[config.mk]
export PLATFORM = sky130hd
export DESIGN_NAME = adt_ctrl
export DESIGN_NICKNAME = d
export VERILOG_FILES = /design/src/rtl/core/adt_pkg.sv /design/src/rtl/core/adt_ctrl.sv
export SDC_FILE = /design/constraint.sdc
export NUM_CORES = 1
export LEC_CHECK = 0
export CORE_UTILIZATION = 26
export CTS_CLUSTER_DIAMETER = 200
export DETAILED_ROUTE_END_ITERATION = 6
export DONT_BUFFER_PORTS = 1
export SLEW_MARGIN = 25
export SYNTH_ARGS = -nofsm -noshare
export SYNTH_HDL_FRONTEND = slang
export SYNTH_SLANG_ARGS = --single-unit
[constraint.sdc]
create_clock -name clock -period 2 [get_ports clock]
set_input_delay 0.6 -clock clock [delete_from_list [all_inputs] [get_ports clock]]
set_output_delay 0.6 -clock clock [all_outputs]
set_load 0.01 [all_outputs]
[src/rtl/core/adt_pkg.sv]
package adt_pkg;

   localparam int DW              = 40;
   localparam int RW              = 18;
   localparam int DIV_SHORT       = 17;
   localparam int MAX_RESULTS_DEF = 64;

   localparam int REQ_TDATA_W = 80;
   localparam int REQ_TUSER_W = 3;
   localparam int RSP_TDATA_W = 48;
   localparam int RSP_TUSER_W = 4;

   localparam logic [1:0] KIND_FLOW   = 2'd0;
   localparam logic [1:0] KIND_ANTI   = 2'd1;
   localparam logic [1:0] KIND_OUTPUT = 2'd2;

   localparam logic CSR_LOOP_START = 1'b0;
   localparam logic CSR_LOOP_END   = 1'b1;

   localparam logic [1:0] BND_SRC   = 2'd0;
   localparam logic [1:0] BND_DST   = 2'd1;
   localparam logic [1:0] BND_ORDER = 2'd2;

   localparam logic [4:0] OP_NOP        = 5'd0;
   localparam logic [4:0] OP_LOAD       = 5'd1;
   localparam logic [4:0] OP_EU_DIV     = 5'd2;
   localparam logic [4:0] OP_EU_UPD     = 5'd3;
   localparam logic [4:0] OP_CC_DIV     = 5'd4;
   localparam logic [4:0] OP_CC_SAVE    = 5'd5;
   localparam logic [4:0] OP_S1_DIV     = 5'd6;
   localparam logic [4:0] OP_S1_SAVE    = 5'd7;
   localparam logic [4:0] OP_S2_DIV     = 5'd8;
   localparam logic [4:0] OP_S2_SAVE    = 5'd9;
   localparam logic [4:0] OP_MUL        = 5'd10;
   localparam logic [4:0] OP_BND_ZERO   = 5'd11;
   localparam logic [4:0] OP_BLO_DIV    = 5'd12;
   localparam logic [4:0] OP_BLO_SAVE   = 5'd13;
   localparam logic [4:0] OP_BHI_DIV    = 5'd14;
   localparam logic [4:0] OP_BHI_SAVE   = 5'd15;
   localparam logic [4:0] OP_START      = 5'd16;
   localparam logic [4:0] OP_EMIT       = 5'd17;
   localparam logic [4:0] OP_EMIT_NONE  = 5'd18;
   localparam logic [4:0] OP_EMIT_CONST = 5'd19;

   typedef struct packed {
      logic [4:0] op;
      logic [1:0] bnd;
   } cmd_type;

   typedef struct packed {
      logic kind_none;
      logic rb_zero;
      logic g_zero;
      logic d_equal;
      logic div_done;
      logic rem_nz;
      logic s_zero;
      logic no_dep;
      logic emit_last;
      logic rsp_free;
   } stat_type;

endpackage

[src/rtl/core/adt_ctrl.sv]
module adt_ctrl (
   input  logic              clock,
   input  logic              reset,
   input  logic              req_tvalid,
   output logic              req_tready,
   input  adt_pkg::stat_type stat,
   output adt_pkg::cmd_type  cmd
);
   localparam logic [4:0] S_IDLE     = 5'd0;
   localparam logic [4:0] S_CLASS    = 5'd1;
   localparam logic [4:0] S_EU_TEST  = 5'd2;
   localparam logic [4:0] S_EU_WAIT  = 5'd3;
   localparam logic [4:0] S_G        = 5'd4;
   localparam logic [4:0] S_CC_WAIT  = 5'd5;
   localparam logic [4:0] S_S1_DIV   = 5'd6;
   localparam logic [4:0] S_S1_WAIT  = 5'd7;
   localparam logic [4:0] S_S2_DIV   = 5'd8;
   localparam logic [4:0] S_S2_WAIT  = 5'd9;
   localparam logic [4:0] S_MUL      = 5'd10;
   localparam logic [4:0] S_BSEL     = 5'd11;
   localparam logic [4:0] S_BLO_DIV  = 5'd12;
   localparam logic [4:0] S_BLO_WAIT = 5'd13;
   localparam logic [4:0] S_BHI_DIV  = 5'd14;
   localparam logic [4:0] S_BHI_WAIT = 5'd15;
   localparam logic [4:0] S_PREP     = 5'd16;
   localparam logic [4:0] S_EMIT     = 5'd17;
   localparam logic [4:0] S_NONE     = 5'd18;
   localparam logic [4:0] S_CONST    = 5'd19;

   logic [4:0] state_ff, state_in;
   logic [1:0] bnd_ff, bnd_in;
   logic [4:0] op;

   always_comb begin
      state_in = state_ff;
      bnd_in   = bnd_ff;
      op       = adt_pkg::OP_NOP;
      case (state_ff)
         S_IDLE: begin
            if (req_tvalid) begin
               op       = adt_pkg::OP_LOAD;
               state_in = S_CLASS;
            end
         end
         S_CLASS: begin
            state_in = stat.kind_none ? S_NONE : S_EU_TEST;
         end
         S_EU_TEST: begin
            if (stat.rb_zero) begin
               state_in = S_G;
            end else begin
               op       = adt_pkg::OP_EU_DIV;
               state_in = S_EU_WAIT;
            end
         end
         S_EU_WAIT: begin
            if (stat.div_done) begin
               op       = adt_pkg::OP_EU_UPD;
               state_in = S_EU_TEST;
            end
         end
         S_G: begin
            if (stat.g_zero) begin
               state_in = stat.d_equal ? S_CONST : S_NONE;
            end else begin
               op       = adt_pkg::OP_CC_DIV;
               state_in = S_CC_WAIT;
            end
         end
         S_CC_WAIT: begin
            if (stat.div_done) begin
               if (stat.rem_nz) begin
                  state_in = S_NONE;
               end else begin
                  op       = adt_pkg::OP_CC_SAVE;
                  state_in = S_S1_DIV;
               end
            end
         end
         S_S1_DIV: begin
            op       = adt_pkg::OP_S1_DIV;
            state_in = S_S1_WAIT;
         end
         S_S1_WAIT: begin
            if (stat.div_done) begin
               op       = adt_pkg::OP_S1_SAVE;
               state_in = S_S2_DIV;
            end
         end
         S_S2_DIV: begin
            op       = adt_pkg::OP_S2_DIV;
            state_in = S_S2_WAIT;
         end
         S_S2_WAIT: begin
            if (stat.div_done) begin
               op       = adt_pkg::OP_S2_SAVE;
               state_in = S_MUL;
            end
         end
         S_MUL: begin
            op       = adt_pkg::OP_MUL;
            bnd_in   = adt_pkg::BND_SRC;
            state_in = S_BSEL;
         end
         S_BSEL: begin
            if (stat.s_zero) begin
               op = adt_pkg::OP_BND_ZERO;
               if (bnd_ff == adt_pkg::BND_ORDER) begin
                  state_in = S_PREP;
               end else begin
                  bnd_in = bnd_ff + 2'd1;
               end
            end else if (bnd_ff == adt_pkg::BND_ORDER) begin
               state_in = S_BHI_DIV;
            end else begin
               state_in = S_BLO_DIV;
            end
         end
         S_BLO_DIV: begin
            op       = adt_pkg::OP_BLO_DIV;
            state_in = S_BLO_WAIT;
         end
         S_BLO_WAIT: begin
            if (stat.div_done) begin
               op       = adt_pkg::OP_BLO_SAVE;
               state_in = S_BHI_DIV;
            end
         end
         S_BHI_DIV: begin
            op       = adt_pkg::OP_BHI_DIV;
            state_in = S_BHI_WAIT;
         end
         S_BHI_WAIT: begin
            if (stat.div_done) begin
               op = adt_pkg::OP_BHI_SAVE;
               if (bnd_ff == adt_pkg::BND_ORDER) begin
                  state_in = S_PREP;
               end else begin
                  bnd_in   = bnd_ff + 2'd1;
                  state_in = S_BSEL;
               end
            end
         end
         S_PREP: begin
            if (stat.no_dep) begin
               state_in = S_NONE;
            end else begin
               op       = adt_pkg::OP_START;
               state_in = S_EMIT;
            end
         end
         S_EMIT: begin
            if (stat.rsp_free) begin
               op = adt_pkg::OP_EMIT;
               if (stat.emit_last) begin
                  state_in = S_IDLE;
               end
            end
         end
         S_NONE: begin
            if (stat.rsp_free) begin
               op       = adt_pkg::OP_EMIT_NONE;
               state_in = S_IDLE;
            end
         end
         S_CONST: begin
            if (stat.rsp_free) begin
               op       = adt_pkg::OP_EMIT_CONST;
               state_in = S_IDLE;
            end
         end
         default: begin
            state_in = S_IDLE;
         end
      endcase
   end

   always_ff @(posedge clock) begin
      if (reset) begin
         state_ff <= S_IDLE;
         bnd_ff   <= adt_pkg::BND_SRC;
      end else begin
         state_ff <= state_in;
         bnd_ff   <= bnd_in;
      end
   end

   assign req_tready = state_ff == S_IDLE;
   assign cmd.op     = op;
   assign cmd.bnd    = bnd_ff;

endmodule

Word level (Yosys, flattened, before mapping)

Index checks and enable logic that the tools add are counted.

$add $sub $neg: 1
Eq/ne operators: 32
Muxes and demuxes: 41
Reductions and logical operators: 5

Operators with widths:

| kind                                                   | count |
|---|---|
| case mux 5 bit (19 select lines)                       | 2 |
| two-way mux 5 bit                                      | 20 |
| == test 5 x 4 -> 1 bit (second input constant)         | 8 |
| == test 5 x 3 -> 1 bit (second input constant)         | 4 |
| == test 5 bit (second input constant)                  | 4 |
| inequality test 2 bit (second input constant)          | 10 |
| two-way mux 4 bit                                      | 4 |
| two-way mux 3 bit                                      | 5 |
| two-way mux 2 bit                                      | 7 |
| AND reduction 11 bit                                   | 1 |
| == test 5 x 2 -> 1 bit (second input constant)         | 2 |
| case mux 2 bit (3 select lines)                        | 1 |
| == test 5 x 1 -> 1 bit (second input constant)         | 1 |
| logical NOT 5 bit                                      | 1 |
| inequality test 3 bit (second input constant)          | 1 |
| AND reduction 3 bit                                    | 1 |
| nonzero test 3 bit                                     | 1 |
| adder 2 x 1 -> 2 bit (second input constant)           | 1 |
| == test 2 bit (second input constant)                  | 1 |
| two-way mux 1 bit                                      | 2 |
| inequality test 2 x 1 -> 1 bit (second input constant) | 1 |
| OR reduction 2 bit                                     | 1 |

Bits in registers: 7
Output and inout bits: 8
Word-level logic and storage cells: 81

Depth between registers and ports, before layout

Gate-level depths: netlist (run 1).

Depth in word-level cells: 4
Depth in mapped cells: 8
Depth with buffers taken out: 7

Least setup slack after synthesis (run 1)

OpenSTA, ideal clock, no wires.

Path kind: flip-flop to output port
From: register state_ff[4]
To: output port cmd[2] (netlist bit)
Arrival time: 1526 ps
Setup slack: -126 ps
Cell stages (with the launch flop): 5
Buffers on the path: 1
Cell sequence: dfxtp_1 clkbuf_1 or2_2 or4_1 o211ai_1

RTL lines:

| what                   | RTL line        | text |
|---|---|---|
| from (decl)            | adt_ctrl.sv:30  | `logic [4:0] state_ff, state_in;` |
| from (signal assigned) | adt_ctrl.sv:183 | `state_ff <= state_in;` |
| to (decl)              | adt_ctrl.sv:7   | `output adt_pkg::cmd_type cmd` |

==> out/metrics.cfg, run 1 <==
[outcome]
status = complete, but fails checks
failed_checks = setup timing

[placement]
place_congestion = 0.8974
dp_hpwl_mm = 2.107
port-buffer-count = 0
place_area_mm2 = 0.001044
place_ws_ns = -0.03172

[route]
drtIter0Drc = 53
first_pass_iters = 4
viasPerCell = 5.694
routed_wl_mm = 2.850
final_antenna_net_count = 0
vias = 1042
post_drt_wl_per_cell_um = 15.57
drc = 0

[synth]
ys_seq_area_frac = 0.1562
synthArstFlopShare = 0
synth_xor_area_frac = 0.009763
synth_area_um2 = 897.1
syn_area_per_cell_um2 = 7.064
synthDistinctLibCells = 44
yosysMostFrequentCell = nor2_1
synthFlopType = dfxtp_1
synth_top_area_cell = dfxtp_1
netlist.area_leader.share = 0.1562
yosysWarningCount = 0
synth_fa_ha_area_frac = 0.01395
syn-num-nets = 141
synth_compound_area_frac = 0.2566
syn_inst = 127
ys_seq_elements = 7
synth_top_family_by_area = simple AND/OR/NAND/NOR gates
synth-simple-area-share = 0.4073
synth-edff-count = 0
synth_mux_area_frac = 0.05579
ys_top_cells_by_area = dfxtp_1 (16%), nand3b_1 (6.7%), mux2i_1 (5.6%), nor2_1 (5.4%), a211oi_1 (4.2%)
synth_common_cells = nor2_1 (13), nand2_1 (10), nand3b_1 (8)

[clocking]
holdBufCountCts = 0
cts_tree = done
cts_root_buffer = clkbuf_4
clk_latency_ns = 0.24
clock-sinks = 7
numCtsBuffers = 3
clockBufferDepth = 2
htreeDepth = 1
clk_pin_slew_ns = 0.05

[floorplan]
core_area_mm2 = 0.003153
dieArea_mm2 = 0.003689
die_w_um = 60.74
die_h_um = 60.74
start_util = 0.2845
io_pins = 21
rows = 20

[setup_path]
critical_path_required_ns = 1.40
start_kind = register
end_kind = output pin
path_class = reg2out
crit_start = state_ff[3]$_SDFFE_PP0P_
r2r_start = state_ff[0]$_SDFFE_PP0P_
cp_max_fo = 2
arrival_ns = 1.60

[grt]
grt_pass1_vias = 1005
grt_pass1_wl_mm = 4.643
grt-ovfl-total = 0
grt_max_degree = 16
grtUsageTotal = 0.1690
antenna_found_initial = 0

[hold_path]
hold_start = reset
hold_path_class = in2reg

[power_and_ir_drop]
power_frac_clock = 0.117
switching_share = 0.4313
p_per_area_mw_per_mm2 = 882.1
power_switching_mw = 0.4456
total_power_mw = 1.033
power.leakage_nw = 0.4341
combinationalPowerShare = 0.661
intPower_mw = 0.5875
max-vdd-ir-drop_mv = 0.4757
share_seq_of_total_power = 0.222

[timing]
final-max-slew-violation-count = 0
period_share = 1.098
setup_viol = 3
hold_viol_final = 0
rsz0062_at_grt = true
fin_skew_ns = 0.001592
maxSlewHeadroom = 0.6643
setup_slack_ns = -0.1967
worstMarginPinSlew_ns = 0.5036
setup_tns_ns = -0.4691
fmax_mhz = 455.2
period_minus_slack_ns = 2.197
whs_ns = 0.4095

[finish]
diodes = 0
layout-drive-gt1-share = 0.3525
finalInstanceArea_mm2 = 0.001171
final_nets = 154
fillCellCount = 358
area_growth_pct = 30.54

[job]
max_cap_violations = 0

[per-stage QoR]
stage,utilization,std cells
6_report,0.3714,183
5_1_grt,0.3714,183
4_1_cts,0.3532,183
3_5_place_dp,0.3310,178
3_3_place_gp,0.3310,178
2_1_floorplan,-,127
[layout by cell type, fill, tap and decap left out, types with 2 or more instances in the layout]
cell       synthesis  routed
nor2_1            13      12
a2111oi_2          1       2
a211oi_1           5       5
nand3b_1           8       8
a21oi_1            6       6
or3_1              5       3
dfxtp_1            7       2
o21bai_1           2       2
nand4b_1           2       2
dfxtp_4            0       2
nand2b_1           4       3
clkbuf_4           0       3
or4_4              0       2
buf_4              1      19
buf_6              1       2
o21ai_0            5       3
dfxtp_2            0       3
nor4b_2            0       2
mux2i_1            5       5
and3_1             2       2
nand2_1           10      10
or3_4              0       2
nor3_1             5       4
inv_1              6       6
[power by group through the flow]
stage	combinational [mW]	sequential, mW	clock, mW
after floorplan	0.459	0.183	0
after global placement	0.584	0.218	0
after detailed placement	0.605	0.219	0
after CTS	0.645	0.219	0.128
after global routing	0.737	0.234	0.142
final	0.683	0.229	0.121
[kinds of logic after synthesis]
group,count (synthesis)
AOI/OAI and AO/OA,32
xor gates and xnor gates,1
adders and majority gates,1
buffers and inverters,19
DFF,7
muxes,5
and+or+nand+nor,62
[cell type report]
type / instances / area (um2) / area share
Multi-Input combinational cell: 101 / 750.7 / 0.6410
Sequential cell: 7 / 151.4 / 0.1293
Timing Repair Buffer: 21 / 165.2 / 0.1410
Tap cell: 44 / 55.05 / 0.04701
Clock buffer: 4 / 26.28 / 0.02244
Inverter: 6 / 22.52 / 0.01923
[state kept, by name, summed over array words and instances (netlist names)]
| name | cells |
|---|---|
| bnd_ff | 2 |
| state_ff | 5 |
[worst max-delay path, cell delays in order (launching register included)]
cell	delay, ns
dfxtp_2	0.32
or2_4	0.24
or4_4	0.49
o211ai_1	0.31
[worst paths after layout]
path | end | slack, ns | depth (start not counted)
setup reg to reg | state_ff[3]$_SDFFE_PP0P_ | 0.06 | 6
hold reg to reg | bnd_ff[1]$_SDFFE_PP0P_ | 0.58 | 2
setup / recovery | cmd[2] | -0.20 | 3
hold / removal | state_ff[3]$_SDFFE_PP0P_ | 0.41 | 1
[repair_timing]
item | 4_1_cts | 5_1_grt
hold endpoints to repair | 0 | 0
pin swaps | 2 | 3
gates resized for setup | 11 | 14
buffers inserted | 1 | 0
endpoints found under the setup margin | 8 | 8
[layer usage]
layer  track usage  up-vias  part of all wire
li1              -      498                 -
met1        0.2227      499              0.45
met2        0.2732       43              0.48
met3       0.03412        2             0.069
met4       0.06169        0            0.0053
met5             0        -                 0
Note: power is estimated with default switching activity, not from simulation.
==> run 2: changes to the inputs <==
--- a/config.mk
+++ b/config.mk
@@ -5,10 +5,11 @@
 export SDC_FILE = /design/constraint.sdc
 export NUM_CORES = 1
 export LEC_CHECK = 0
+export BUFFER_PORTS_ARGS = -buffer_cell sky130_fd_sc_hd__buf_2
 export CORE_UTILIZATION = 26
 export CTS_CLUSTER_DIAMETER = 200
 export DETAILED_ROUTE_END_ITERATION = 6
-export DONT_BUFFER_PORTS = 1
+export GPL_TIMING_DRIVEN = 0
 export SLEW_MARGIN = 25
 export SYNTH_ARGS = -nofsm -noshare
 export SYNTH_HDL_FRONTEND = slang
==> out/metrics.cfg, run 2 (same netlist as run 1, synthesis figures left out) <==
[outcome]
status = complete, but fails checks
failed_checks = setup timing

[route]
final_antenna_net_count = 0
post_drt_wl_per_cell_um = 15.03
drtIter0Drc = 76
viasPerCell = 5.685
drc = 0
routed_wl_mm = 3.246
first_pass_iters = 5
vias = 1228

[setup_path]
critical_path_required_ns = 1.40
crit_start = state_ff[3]$_SDFFE_PP0P_
arrival_ns = 1.70
cp_max_fo = 5
path_class = reg2out
end_kind = output pin
start_kind = register
r2r_start = state_ff[0]$_SDFFE_PP0P_

[grt]
grt-ovfl-total = 0
antenna_found_initial = 0
grt_max_degree = 11
grt_pass1_wl_mm = 5.202
grtUsageTotal = 0.1910
grt_pass1_vias = 1121

[timing]
maxSlewHeadroom = 0.6776
rsz0062_at_grt = true
fmax_mhz = 434.2
hold_viol_final = 0
period_share = 1.152
setup_viol = 6
worstMarginPinSlew_ns = 0.4836
period_minus_slack_ns = 2.303
final-max-slew-violation-count = 0
setup_slack_ns = -0.3031
fin_skew_ns = 0.0001917

[clocking]
cts_tree = done
numCtsBuffers = 3
holdBufCountCts = 0
clk_pin_slew_ns = 0.05
clockBufferDepth = 2
cts_root_buffer = clkbuf_4
htreeDepth = 1
clk_latency_ns = 0.24
clock-sinks = 7

[finish]
fillCellCount = 316
area_growth_pct = 64.02
largest_reg_flops = 5
reg_top3 = state_ff (5), bnd_ff (2)
fin_cells = 216
regMostFlops = state_ff
fin_util = 0.4667
final_nets = 187
final_cell_mix = buf_2 (18), buf_4 (18), buf_6 (13)
diodes = 0
layout-drive-gt1-share = 0.4709

[floorplan]
die_w_um = 60.74
core_area_mm2 = 0.003153
start_util = 0.2845
die_h_um = 60.74
dieArea_mm2 = 0.003689
rows = 20
io_pins = 21

[power_and_ir_drop]
total_power_mw = 1.331
max-vdd-ir-drop_mv = 0.3998
p_per_area_mw_per_mm2 = 904.7
power.leakage_nw = 0.6027

[job]
max_cap_violations = 0

[placement]
dp_cells = 190
dp_hpwl_mm = 2.015
port-buffer-count = 19
place_congestion = 0.9339

[hold_path]
hold_path_class = reg2reg
hold_start = bnd_ff[1]$_SDFFE_PP0P_

run 2: changes by cell type in the layout (fill, tap and decap cells not counted), sizes merged:
cell / delta
buf: +31
clkbuf: +2
run 2: layout make-up:
| class | count | area [um2] | area share |
|---|---|---|---|
| Clock buffer | 4 | 26.28 | 0.01786 |
| Tap cell | 44 | 55.05 | 0.03741 |
| Timing Repair Buffer | 42 | 292.8 | 0.1990 |
| Buffer | 12 | 156.4 | 0.1063 |
| Multi-Input combinational cell | 101 | 762.0 | 0.5179 |
| Sequential cell | 7 | 156.4 | 0.1063 |
| Inverter | 6 | 22.52 | 0.01531 |
run 2: final timing paths:
kind / depth (start not counted) / endpoint / slack [ns]
setup / recovery: 5 / cmd[2] / -0.30
hold / removal: 2 / bnd_ff[1]$_SDFFE_PP0P_ / 0.54
setup reg to reg: 12 / state_ff[2]$_SDFFE_PP0P_ / -0.02
hold reg to reg: 2 / bnd_ff[1]$_SDFFE_PP0P_ / 0.54
run 2: through the flow:
step           setup TNS (ns)  hold WS [ns]  setup slack, ns  cell area, um2
6_report              -0.7248        0.5418          -0.3031            1471
5_1_grt                -1.248        0.5798          -0.3693            1471
4_1_cts               -0.8292        0.5582          -0.3032            1378
3_5_place_dp           -1.723        0.5283          -0.3959            1072
3_3_place_gp           -1.602        0.5051          -0.3752            1072
2_1_floorplan        -0.07153        0.5468         -0.07153           922.1
run 2: what timing repair did:
item,4_1_cts,5_1_grt
pin swaps,6,10
setup buffers,17,7
endpoints found under the setup margin,6,11
endpoints found under the hold margin,0,0
gates resized for setup,41,16
run 2: per-layer routing:
metal,global-route usage,wire length [um]
met5,0,0
met4,0.08117,110
met3,0.04478,233
met1,0.2378,1339
met2,0.3155,1563
run 2: critical path, stage by stage, from the launching register on:
cell	delay (ns)
dfxtp_4	0.34
buf_6	0.13
or2_4	0.25
or4_4	0.42
o211ai_1	0.16
buf_2	0.16
run 2: power breakdown:
group	internal, mW	switching, mW	total, mW
clock	0.0757	0.0452	0.121
sequential	0.170	0.0336	0.204
combinational	0.557	0.450	1.01
==> run 3: changes to the inputs <==
--- a/config.mk
+++ b/config.mk
@@ -9,7 +9,6 @@
 export CORE_UTILIZATION = 26
 export CTS_CLUSTER_DIAMETER = 200
 export DETAILED_ROUTE_END_ITERATION = 6
-export GPL_TIMING_DRIVEN = 0
 export SLEW_MARGIN = 25
 export SYNTH_ARGS = -nofsm -noshare
 export SYNTH_HDL_FRONTEND = slang
==> constraint.sdc (replaced) <==
create_clock -name clock -period 2 [get_ports clock]
set_input_delay 0.4 -clock clock [delete_from_list [all_inputs] [get_ports clock]]
set_output_delay 0.4 -clock clock [all_outputs]
set_load 0.01 [all_outputs]
==> out/metrics.cfg, run 3 (same netlist as run 1, synthesis figures left out) <==
[timing]
setup_slack_ns = -0.05543
maxSlewHeadroom = 0.6777
period_share = 1.028
fin_skew_ns = 0.003735
hold_viol_final = 0
fmax_mhz = 486.5
whs_ns = 0.3937
rsz0062_at_grt = true
period_minus_slack_ns = 2.055
worstMarginPinSlew_ns = 0.4834
final-max-slew-violation-count = 0
setup_viol = 2

[power_and_ir_drop]
max-vdd-ir-drop_mv = 0.5146
combinationalPowerShare = 0.682
intPower_mw = 0.6380
share_seq_of_total_power = 0.204
power_switching_mw = 0.4526
switching_share = 0.4150
p_per_area_mw_per_mm2 = 854.6
power.leakage_nw = 0.5384
power_frac_clock = 0.114

[outcome]
status = complete, but fails checks
failed_checks = setup timing

[route]
first_pass_iters = 4
routed_wl_mm = 3.011
drc = 0
final_antenna_net_count = 0
post_drt_wl_per_cell_um = 14.55
viasPerCell = 5.324
vias = 1102
drtIter0Drc = 63

[setup_path]
crit_chain = buf_6, nand2_2, or4_4, o211ai_1, buf_2
crit_start = state_ff[0]$_SDFFE_PP0P_
path_class = reg2out
critPathTopFamily = simple AND/OR/NAND/NOR gates
crit_buf_inv = 2
r2r_start = state_ff[0]$_SDFFE_PP0P_
critical_path_required_ns = 1.60
end_kind = output pin
critPathMaxStageDelay_ns = 0.49
cp_max_fo = 8
start_kind = register
arrival_ns = 1.66
slowest_stage = or4_4

[grt]
grt-ovfl-total = 0
grt_pass1_vias = 1059
grtUsageTotal = 0.1754
antenna_found_initial = 0
grt_pass1_wl_mm = 4.802
grt_max_degree = 15

[clocking]
htreeDepth = 1
clk_latency_ns = 0.25
cts_tree = done
cts_root_buffer = clkbuf_4
clock-sinks = 7
numCtsBuffers = 3
clk_pin_slew_ns = 0.05
clockBufferDepth = 2

[hold_path]
hold_start = reset
hold_path_class = in2reg

[finish]
final_common_cell = buf_4
reg_top3 = state_ff (5), bnd_ff (2)
fillCellCount = 352
area_growth_pct = 42.26
final_cell_mix = buf_4 (21), buf_2 (19), nor2_1 (12)
finalInstanceArea_mm2 = 0.001276
final_nets = 178
regMostFlops = state_ff
diodes = 0
largest_reg_flops = 5
layout-drive-gt1-share = 0.4110

[job]
max_cap_violations = 0

[floorplan]
die_h_um = 60.74
io_pins = 21
core_area_mm2 = 0.003153
die_w_um = 60.74
start_util = 0.2845
rows = 20
dieArea_mm2 = 0.003689

[placement]
port-buffer-count = 20
place_area_mm2 = 0.001120
dp_hpwl_mm = 2.209
place_congestion = 0.8635

[run 3: what timing repair did]
action / CTS / global route
buffers inserted: 8 / 0
hold buffers: 0 / 0
endpoints found under the setup margin: 4 / 8
gates resized for setup: 22 / 4
pin swaps: 5 / 1
[run 3: layout make-up]
class,instances,area (um2),share of cell area
inverter,6,22.52,0.01765
tap,44,55.05,0.04314
clock buffer,4,26.28,0.02059
sequential,7,158.9,0.1245
timing repair buffer,45,309.0,0.2422
multi-input combinational,101,704.4,0.5520
[run 3: power groups by stage]
stage | Sequential [mW] | Combinational (mW) | Clock [mW]
detailed placement | 0.210 | 0.616 | 0
floorplan | 0.181 | 0.445 | 0
global placement | 0.209 | 0.610 | 0
CTS | 0.219 | 0.712 | 0.130
global route | 0.226 | 0.813 | 0.141
finish | 0.222 | 0.744 | 0.125
[run 3: metal layers]
layer,track usage,part of all wire,vias up
met5,0,0,-
met4,0.03896,0.010,0
met3,0.03625,0.056,2
met2,0.3077,0.50,41
met1,0.2205,0.43,516
li1,-,-,543
[run 3: per-stage QoR]
stage          setup TNS (ns)  power (mW)  setup WS (ns)  std cells  utilization
2_1_floorplan               0      0.6259        0.07400        127            -
3_3_place_gp                0      0.8190        0.06290        196       0.3552
3_5_place_dp                0      0.8255        0.03814        196       0.3552
4_1_cts               -0.1172       1.061       -0.07517        207       0.4016
5_1_grt               -0.2827       1.181        -0.1723        207       0.4048
6_report              -0.1083       1.091       -0.05543        207       0.4048
[run 3: worst paths after layout]
path / end / slack (ns) / cells past startpoint
max: cmd[2] / -0.06 / 5
min: state_ff[3]$_SDFFE_PP0P_ / 0.39 / 2
max reg2reg: state_ff[3]$_SDFFE_PP0P_ / 0.10 / 7
min reg2reg: bnd_ff[1]$_SDFFE_PP0P_ / 0.53 / 2
